--- config.mk ---
export PLATFORM = sky130hd
export DESIGN_NAME = ipv4_header_check
export DESIGN_NICKNAME = d
export VERILOG_FILES = /design/src/ihc_pkg.sv /design/src/ihc_in_stage.sv /design/src/ihc_check.sv /design/src/ihc_out_stage.sv /design/src/ipv4_header_check.sv
export SDC_FILE = /design/constraint.sdc
export NUM_CORES = 1
export LEC_CHECK = 0
export ABC_AREA = 1
export BUFFER_PORTS_ARGS = -buffer_cell sky130_fd_sc_hd__buf_4
export CORE_ASPECT_RATIO = 0.5
export CORE_MARGIN = 8
export CORE_UTILIZATION = 60
export DETAILED_ROUTE_END_ITERATION = 6
export GPL_TIMING_DRIVEN = 0
export HOLD_SLACK_MARGIN = 0.12
export PLACE_DENSITY = 0.8
export SLEW_MARGIN = 5
export SYNTH_ARGS = -nofsm -noshare
export SYNTH_HDL_FRONTEND = slang
export SYNTH_HIERARCHICAL = 1
export SYNTH_SLANG_ARGS = --single-unit
--- constraint.sdc ---
create_clock -name clk -period 15.16 [get_ports clk]
set_input_delay 4.548 -clock clk [delete_from_list [all_inputs] [get_ports clk]]
set_output_delay 4.548 -clock clk [all_outputs]
set_load 0.1 [all_outputs]
--- src/ihc_pkg.sv ---
package ihc_pkg;

	localparam int MAX_PACKET_WORDS = 32768;
	localparam int IDX_W = 16;
	localparam logic [IDX_W-1:0] IDX_MAX = '1;
	localparam logic [IDX_W-1:0] IDX_LIMIT = IDX_W'(MAX_PACKET_WORDS - 1);

	localparam logic [15:0] SUM_OK = 16'hffff;
	localparam logic [31:0] ADDR_BCAST = 32'hffffffff;
	localparam logic [3:0] IP_VERSION = 4'd4;
	localparam logic [3:0] MIN_IHL = 4'd5;

	localparam logic [IDX_W-1:0] IDX_VER = IDX_W'(0);
	localparam logic [IDX_W-1:0] IDX_TTL = IDX_W'(4);
	localparam logic [IDX_W-1:0] IDX_DST_HI = IDX_W'(8);
	localparam logic [IDX_W-1:0] IDX_DST_LO = IDX_W'(9);

	localparam int IN_DATA_W = 24;
	localparam int OUT_DATA_W = 24;

	typedef enum logic [1:0] {
		MODE_IDLE,
		MODE_HEADER,
		MODE_PAYLOAD,
		MODE_DISCARD
	} mode_t;

	typedef enum logic [2:0] {
		ST_OK = 3'd0,
		ST_VERSION = 3'd1,
		ST_HDR_LEN = 3'd2,
		ST_TTL = 3'd3,
		ST_CHECKSUM = 3'd4,
		ST_DEST = 3'd5,
		ST_TRUNC = 3'd6,
		ST_NONE = 3'd7
	} status_t;

	typedef struct packed {
		logic [15:0] word;
		logic first;
		logic last;
		logic [1:0] bytes;
	} in_beat_t;

	typedef struct packed {
		logic kind;
		status_t status;
		logic [15:0] word;
		logic [1:0] bytes;
		logic eop;
	} out_beat_t;

endpackage

--- src/ihc_in_stage.sv ---
module ihc_in_stage (
	input logic clk,
	input logic arst_n,
	input logic in_valid,
	output logic in_ready,
	input ihc_pkg::in_beat_t in_beat,
	output logic valid_s1,
	output ihc_pkg::in_beat_t beat_s1,
	input logic take
);
	import ihc_pkg::*;

	assign in_ready = !valid_s1 || take;

	always_ff @(posedge clk or negedge arst_n) begin
		if (!arst_n) begin
			valid_s1 <= 1'b0;
		end else if (in_ready) begin
			valid_s1 <= in_valid;
		end
	end

	always_ff @(posedge clk) begin
		if (in_ready && in_valid) begin
			beat_s1 <= in_beat;
		end
	end

endmodule

--- src/ihc_check.sv ---
module ihc_check (
	input logic clk,
	input logic arst_n,
	input logic [31:0] local_address,
	input logic go,
	input ihc_pkg::in_beat_t beat,
	output logic res_valid,
	output ihc_pkg::out_beat_t res
);
	import ihc_pkg::*;

	mode_t mode_q, mode_e, mode_n;
	logic [IDX_W-1:0] idx_q, idx_e, idx_n;
	logic [4:0] hw_q, hw_e, hw_n;
	logic [15:0] sum_q, sum_e, sum_n;
	logic [31:0] dest_q, dest_e, dest_n;
	logic [16:0] sum_wide;
	logic full;
	logic at_limit;
	status_t st;

	always_comb begin
		full = beat.bytes != 2'd1;
		if (beat.first) begin
			mode_e = MODE_HEADER;
			idx_e = '0;
			hw_e = '0;
			sum_e = '0;
			dest_e = '0;
		end else begin
			mode_e = mode_q;
			idx_e = idx_q;
			hw_e = hw_q;
			sum_e = sum_q;
			dest_e = dest_q;
		end
		sum_wide = {1'b0, sum_e} + {1'b0, beat.word};
		at_limit = idx_e >= IDX_LIMIT;

		mode_n = mode_e;
		idx_n = (idx_e != IDX_MAX) ? idx_e + 1'b1 : idx_e;
		hw_n = hw_e;
		sum_n = sum_e;
		dest_n = dest_e;
		st = ST_NONE;
		res_valid = 1'b0;
		res = '{kind: 1'b0, status: ST_OK, word: '0, bytes: '0, eop: 1'b0};

		unique case (mode_e)
			MODE_IDLE: begin
				idx_n = idx_q;
			end
			MODE_DISCARD: begin
				if (beat.last) begin
					mode_n = MODE_IDLE;
				end
			end
			MODE_PAYLOAD: begin
				res_valid = 1'b1;
				res.kind = 1'b1;
				res.word = beat.word;
				res.bytes = full ? 2'd2 : 2'd1;
				res.eop = beat.last || at_limit;
				if (beat.last) begin
					mode_n = MODE_IDLE;
				end else if (at_limit) begin
					mode_n = MODE_DISCARD;
				end
			end
			MODE_HEADER: begin
				if (!full) begin
					st = ST_TRUNC;
				end else begin
					sum_n = sum_wide[15:0] + {15'd0, sum_wide[16]};
					if (idx_e == IDX_VER) begin
						if (beat.word[15:12] != IP_VERSION) begin
							st = ST_VERSION;
						end else if (beat.word[11:8] < MIN_IHL) begin
							st = ST_HDR_LEN;
						end else begin
							hw_n = {beat.word[11:8], 1'b0};
						end
					end else if (idx_e == IDX_TTL) begin
						if (beat.word[15:8] == 8'd0) begin
							st = ST_TTL;
						end
					end else if (idx_e == IDX_DST_HI) begin
						dest_n = {beat.word, 16'd0};
					end else if (idx_e == IDX_DST_LO) begin
						dest_n = {dest_e[31:16], beat.word};
					end
					if (st == ST_NONE && hw_n != '0
							&& idx_e == IDX_W'(hw_n - 5'd1)) begin
						if (sum_n != SUM_OK) begin
							st = ST_CHECKSUM;
						end else if (dest_n != local_address && dest_n != ADDR_BCAST) begin
							st = ST_DEST;
						end else begin
							st = ST_OK;
						end
					end
				end
				if (st == ST_NONE && beat.last) begin
					st = ST_TRUNC;
				end
				if (st != ST_NONE) begin
					res_valid = 1'b1;
					res.status = st;
					if (st == ST_OK && !beat.last) begin
						mode_n = MODE_PAYLOAD;
					end else begin
						res.eop = 1'b1;
						mode_n = beat.last ? MODE_IDLE : MODE_DISCARD;
					end
				end
			end
			default: ;
		endcase
		res_valid = res_valid && go;
	end

	always_ff @(posedge clk or negedge arst_n) begin
		if (!arst_n) begin
			mode_q <= MODE_IDLE;
			idx_q <= '0;
			hw_q <= '0;
			sum_q <= '0;
			dest_q <= '0;
		end else if (go) begin
			mode_q <= mode_n;
			idx_q <= idx_n;
			hw_q <= hw_n;
			sum_q <= sum_n;
			dest_q <= dest_n;
		end
	end

endmodule

--- src/ihc_out_stage.sv ---
module ihc_out_stage (
	input logic clk,
	input logic arst_n,
	input logic load,
	input ihc_pkg::out_beat_t res,
	output logic free,
	output logic out_valid,
	input logic out_ready,
	output ihc_pkg::out_beat_t out_beat
);
	import ihc_pkg::*;

	logic valid_q;

	assign free = !valid_q || out_ready;
	assign out_valid = valid_q;

	always_ff @(posedge clk or negedge arst_n) begin
		if (!arst_n) begin
			valid_q <= 1'b0;
		end else if (free) begin
			valid_q <= load;
		end
	end

	always_ff @(posedge clk) begin
		if (free && load) begin
			out_beat <= res;
		end
	end

endmodule

--- src/ipv4_header_check.sv ---
// IPv4 receive header check.
// Slave stream: one 16-bit packet word per beat, network byte order.
//   s_tuser marks the first word of a packet, s_tlast the last word,
//   s_tdata carries the word and its valid byte count (1 only on last).
// Master stream: one verdict beat per packet (m_tuser 0) with a status code
//   (0 ok, 1 version, 2 header length, 3 ttl, 4 checksum, 5 destination,
//   6 truncated), then, for accepted packets, each payload word up to word index 32767 (m_tuser 1).
//   m_tlast marks the final beat produced for a packet.
// cfg_we/cfg_data load the local address; broadcast is always accepted.
//   Write it only while no beat is in flight.
// A result beat passes from the input register through the check logic into
//   the output register, which drives m_tvalid.
// Throughput: one beat per cycle sustained while m_tready is high, set by the
//   single pass of the check logic between the two registers.
// Reset clears the packet state to idle and the local address to zero;
//   no beats are held. When m_tready is low the output register holds its
//   beat and s_tready drops once the input register is also occupied.
module ipv4_header_check (
	input logic clk,
	input logic arst_n,
	input logic cfg_we,
	input logic [31:0] cfg_data,
	input logic s_tvalid,
	output logic s_tready,
	input logic [23:0] s_tdata,   // packet_word[15:0], word_bytes[17:16], zero fill
	input logic s_tuser,          // first_word
	input logic s_tlast,
	output logic m_tvalid,
	input logic m_tready,
	output logic [23:0] m_tdata,  // status[2:0], payload_word[18:3], payload_bytes[20:19], zero
	output logic m_tuser,         // item_kind
	output logic m_tlast
);
	import ihc_pkg::*;

	logic [31:0] local_address_q;
	in_beat_t in_beat, beat_s1;
	out_beat_t res, out_beat;
	logic valid_s1, take, res_valid, free;

	always_ff @(posedge clk or negedge arst_n) begin
		if (!arst_n) begin
			local_address_q <= '0;
		end else if (cfg_we) begin
			local_address_q <= cfg_data;
		end
	end

	assign in_beat = '{word: s_tdata[15:0], first: s_tuser, last: s_tlast,
		bytes: s_tdata[17:16]};
	assign take = valid_s1 && free;

	ihc_in_stage u_in (
		.clk(clk),
		.arst_n(arst_n),
		.in_valid(s_tvalid),
		.in_ready(s_tready),
		.in_beat(in_beat),
		.valid_s1(valid_s1),
		.beat_s1(beat_s1),
		.take(take)
	);

	ihc_check u_check (
		.clk(clk),
		.arst_n(arst_n),
		.local_address(local_address_q),
		.go(take),
		.beat(beat_s1),
		.res_valid(res_valid),
		.res(res)
	);

	ihc_out_stage u_out (
		.clk(clk),
		.arst_n(arst_n),
		.load(res_valid),
		.res(res),
		.free(free),
		.out_valid(m_tvalid),
		.out_ready(m_tready),
		.out_beat(out_beat)
	);

	assign m_tdata = {3'd0, out_beat.bytes, out_beat.word, out_beat.status};
	assign m_tuser = out_beat.kind;
	assign m_tlast = out_beat.eop;

endmodule
==> flow_summary.yaml <==
drt:
  drt-initial-drc-count: 1299
  detail_route.wirelength_um: 34000
  drc: 0
  drtPass1Iterations: 6
  vias_per_cell: 5.67
  dr_total_vias: 11000
  antenna_viol_nets_final: 0
  detail_route.wl_per_cell_um: 17.5
global_routing:
  grtUsageTotal_pct: 30.3
  pin_count_of_the_biggest_net_entering_global_routing: 106
  global_route_wire_length_before_repair_um: 53300
  vias_in_the_first_global_route: 10300
  initial_antenna_violation_count: 0
  grt_ovf: 0
timing:
  hold_violations: 0
  period_needed_ns: 10.10
  setup_repair_after_global_routing_missed_its_margin: "false"
  hold_slack_ns: 0.491
  timing.max_slew.rel_slack_pct: 50.0
  setup_tns_ns: 0
  timing_worst_slew_pin_value_ns: 0.750
  maxSlewViolCount: 0
  setup_viol: 0
  maxClockFrequency_ghz: 0.0990
  post-route-period-util_pct: 66.6
  fin_worst_skew_ns: 0.0119
layout:
  nets: 1784
  fillers: 1465
  post_route_cells_drive_above_1_share_pct: 11.0
  syn_to_final_growth_pct: 14.9
  antenna_cells: 0
worst_hold_path:
  min_from: "u_check/idx_q[1]"
  worst_hold_path.num_cells: 2
  min_delay_worst_endpoint: "u_check/idx_q[1]"
  hold_path.class: "reg -> reg"
setup_path:
  critical_path.cell_chain: "buf_4, inv_1, nand2_1, nand2_1, inv_1, inv_1, nand2_1, buf_4"
  ff2ff_setup_slack_ns: 7.29
  rr_endpoint: "u_out/out_beat[6]"
  critical_path.max_fanout: 4
  critPathSlowestCell: "buf_4"
  length_in_cells_of_the_worst_reg_to_reg_path: 41
  critical_path.max_stage_delay_ns: 0.30
  endpoint_kind: "output pin"
  critPathTopFamily: "buffers and inverters"
  worstSetupStartpointType: "input port"
  worst_ep_arrival_time_ns: 5.55
  critPathKind: "in -> out"
  critical_path.reg2reg.startpoint: "u_in/beat_s1[3]"
  required_worst_endpoint_ns: 10.61
  buf_inv_on_cp: 5
floorplanning:
  floorplan.rows: 34
  io_pins: 91
  fp.coreArea_mm2: 0.0174
  fp.dieH_um: 110
  fp.dieArea_mm2: 0.0224
  effective_utilization_at_floorplan_pct: 61.1
  fp.dieW_um: 204
synth:
  synthCells: 1589
  synth_top_area_share_pct: 24.8
  synth.top_cells.by_count: "nand2_1 (521), inv_1 (235), nor2_1 (176)"
  synthFlopType: "dfrtp_1"
  synth_largest_area_cell: "dfrtp_1"
  synth_seq_area_share_pct: 37.0
  synth.area.top_cells: "dfrtp_1 (25%), nand2_1 (18%), edfxtp_1 (12%)"
  synth_cell_types: 47
  synth-edff-count: 43
  synthesis.area_mm2: 0.0106
  yosysWarnings: 6
  synth-async-reset-ratio_pct: 70.9
  syn-mean-instance-area_um2: 6.67
  synth-seq-cells: 148
  synth_most_common_cell: "nand2_1"
cts:
  cts.path.max_buffers: 2
  post_cts_resized: 0
  master_cell_of_the_clock_root_buffer: "clkbuf_16"
  cts_htree_levels: 4
  tritoncts: "built"
  worst_setup_hold_path_clk_slew_ns: 0.07
  clock_insertion_delay_worst_skew_ns: 0.44
  cts_made_buffers: 17
  cts_post_setup_buffers_inserted: 0
  cts-hold-fix-buffers: 0
  tritoncts_num_sinks: 148
pwr:
  power_density_mw_per_mm2: 167
  total_leakage_power_nw: 6.39
  vdd_drop_max_mv: 0.147
placement:
  globalplace.congestion: 1.00
  placement.io_buffers: 80
  dp_hpwl_um: 25500
outcome:
  run_status: "finished, final reports clean"
run:
  timing.max_cap.violations: 0
[worst max-delay path by stage]
stage             start        to  cells after the start
2_1_floorplan  m_tready  s_tready                      6
3_3_place_gp   m_tready  s_tready                      8
3_5_place_dp   m_tready  s_tready                      8
4_1_cts        m_tready  s_tready                      8
5_1_grt        m_tready  s_tready                      8
6_report       m_tready  s_tready                      8
[stage by stage]
step | util [%] | worst slack [ns] | cells | instance area, µm² | power, W
finish | 70.2 | 5.06 | 1940 | 12200 | 0.00203
global placement | 66.3 | 5.16 | 1905 | 11500 | 0.00153
detailed placement | 66.5 | 5.09 | 1907 | 11500 | 0.00157
CTS | 70.0 | 5.08 | 1939 | 12100 | 0.00201
global route | 70.2 | 5.02 | 1940 | 12200 | 0.00217
floorplan | - | 5.10 | 1591 | 10600 | 0.00132
[per-layer routing]
metal | vias to the layer above | wire [µm] | share of wire [%] | GRT usage (%)
li1 | 5246 | - | - | -
met1 | 5113 | 14800 | 43 | 40.5
met2 | 558 | 15400 | 45 | 50.0
met3 | 76 | 3200 | 9.4 | 6.59
met4 | 0 | 644 | 1.9 | 8.28
met5 | - | 0 | 0 | 0
[area by class of cell]
type                       instances  area, µm²  share of cell area (%)
clock inverter                    15        181                    1.49
inverter                         241        912                    7.49
tap                              234        293                    2.40
sequential                       148       3920                    32.2
timing repair buffer              83        662                    5.43
buffer                            55        347                    2.85
multi-input combinational       1147       5440                    44.7
clock buffer                      17        425                    3.49
[report_power, final]
group | switching [W] | leakage, nW | internal, W
sequential | 0.0000530 | 1.73 | 0.000522
clock | 0.000208 | 0.296 | 0.000223
combinational | 0.000735 | 4.37 | 0.000292
[cell families after synthesis]
logic type,Yosys count,share of synthesized area [%]
flip-flops,148,37.0
buffers and inverters,296,11.9
XOR/XNOR,21,1.86
AO/OA/AOI/OAI,175,9.27
adder cells (fa/ha/maj),28,3.37
AND/OR/NAND/NOR,920,36.6
other,1,0.0354
[cell usage in the layout, fill, tap and decap left out, types with 4 or more instances in the layout]
cell type,count
o21ai_1,6
inv_2,5
inv_1,235
nand3b_1,8
clkbuf_1,22
dfrtp_1,105
buf_2,9
nor2_2,4
a22o_1,8
xnor2_1,7
inv_8,6
nand2_1,521
nand2_2,21
nand4_1,33
buf_1,6
o22ai_1,21
ha_1,27
clkinv_8,5
clkbuf_16,17
buf_4,85
a21oi_1,50
buf_6,9
a21oi_2,5
nand3_1,141
o21ai_0,71
xor2_1,13
edfxtp_1,43
nor2_1,176
[registers in the layout (all words and copies together) (netlist names)]
| signal | flops |
|---|---|
| local_address_q | 32 |
| u_check/dest_q | 32 |
| u_out/out_beat | 23 |
| u_in/beat_s1 | 20 |
| u_check/idx_q | 16 |
| u_check/sum_q | 16 |
| u_check/hw_q | 5 |
| u_check/mode_q | 2 |
| u_in/valid_s1 | 1 |
| u_out/out_valid | 1 |
[worst reg2reg max path: cells and delay by family, from the launching register on]
family / cells / cell delay (ns)
fa+ha+maj: 4 / 1.13
compound gates: 4 / 0.87
buf+inv: 10 / 2.07
simple gates: 23 / 3.08
flops: 1 / 0.43
Power figures use the tool's default switching activity.
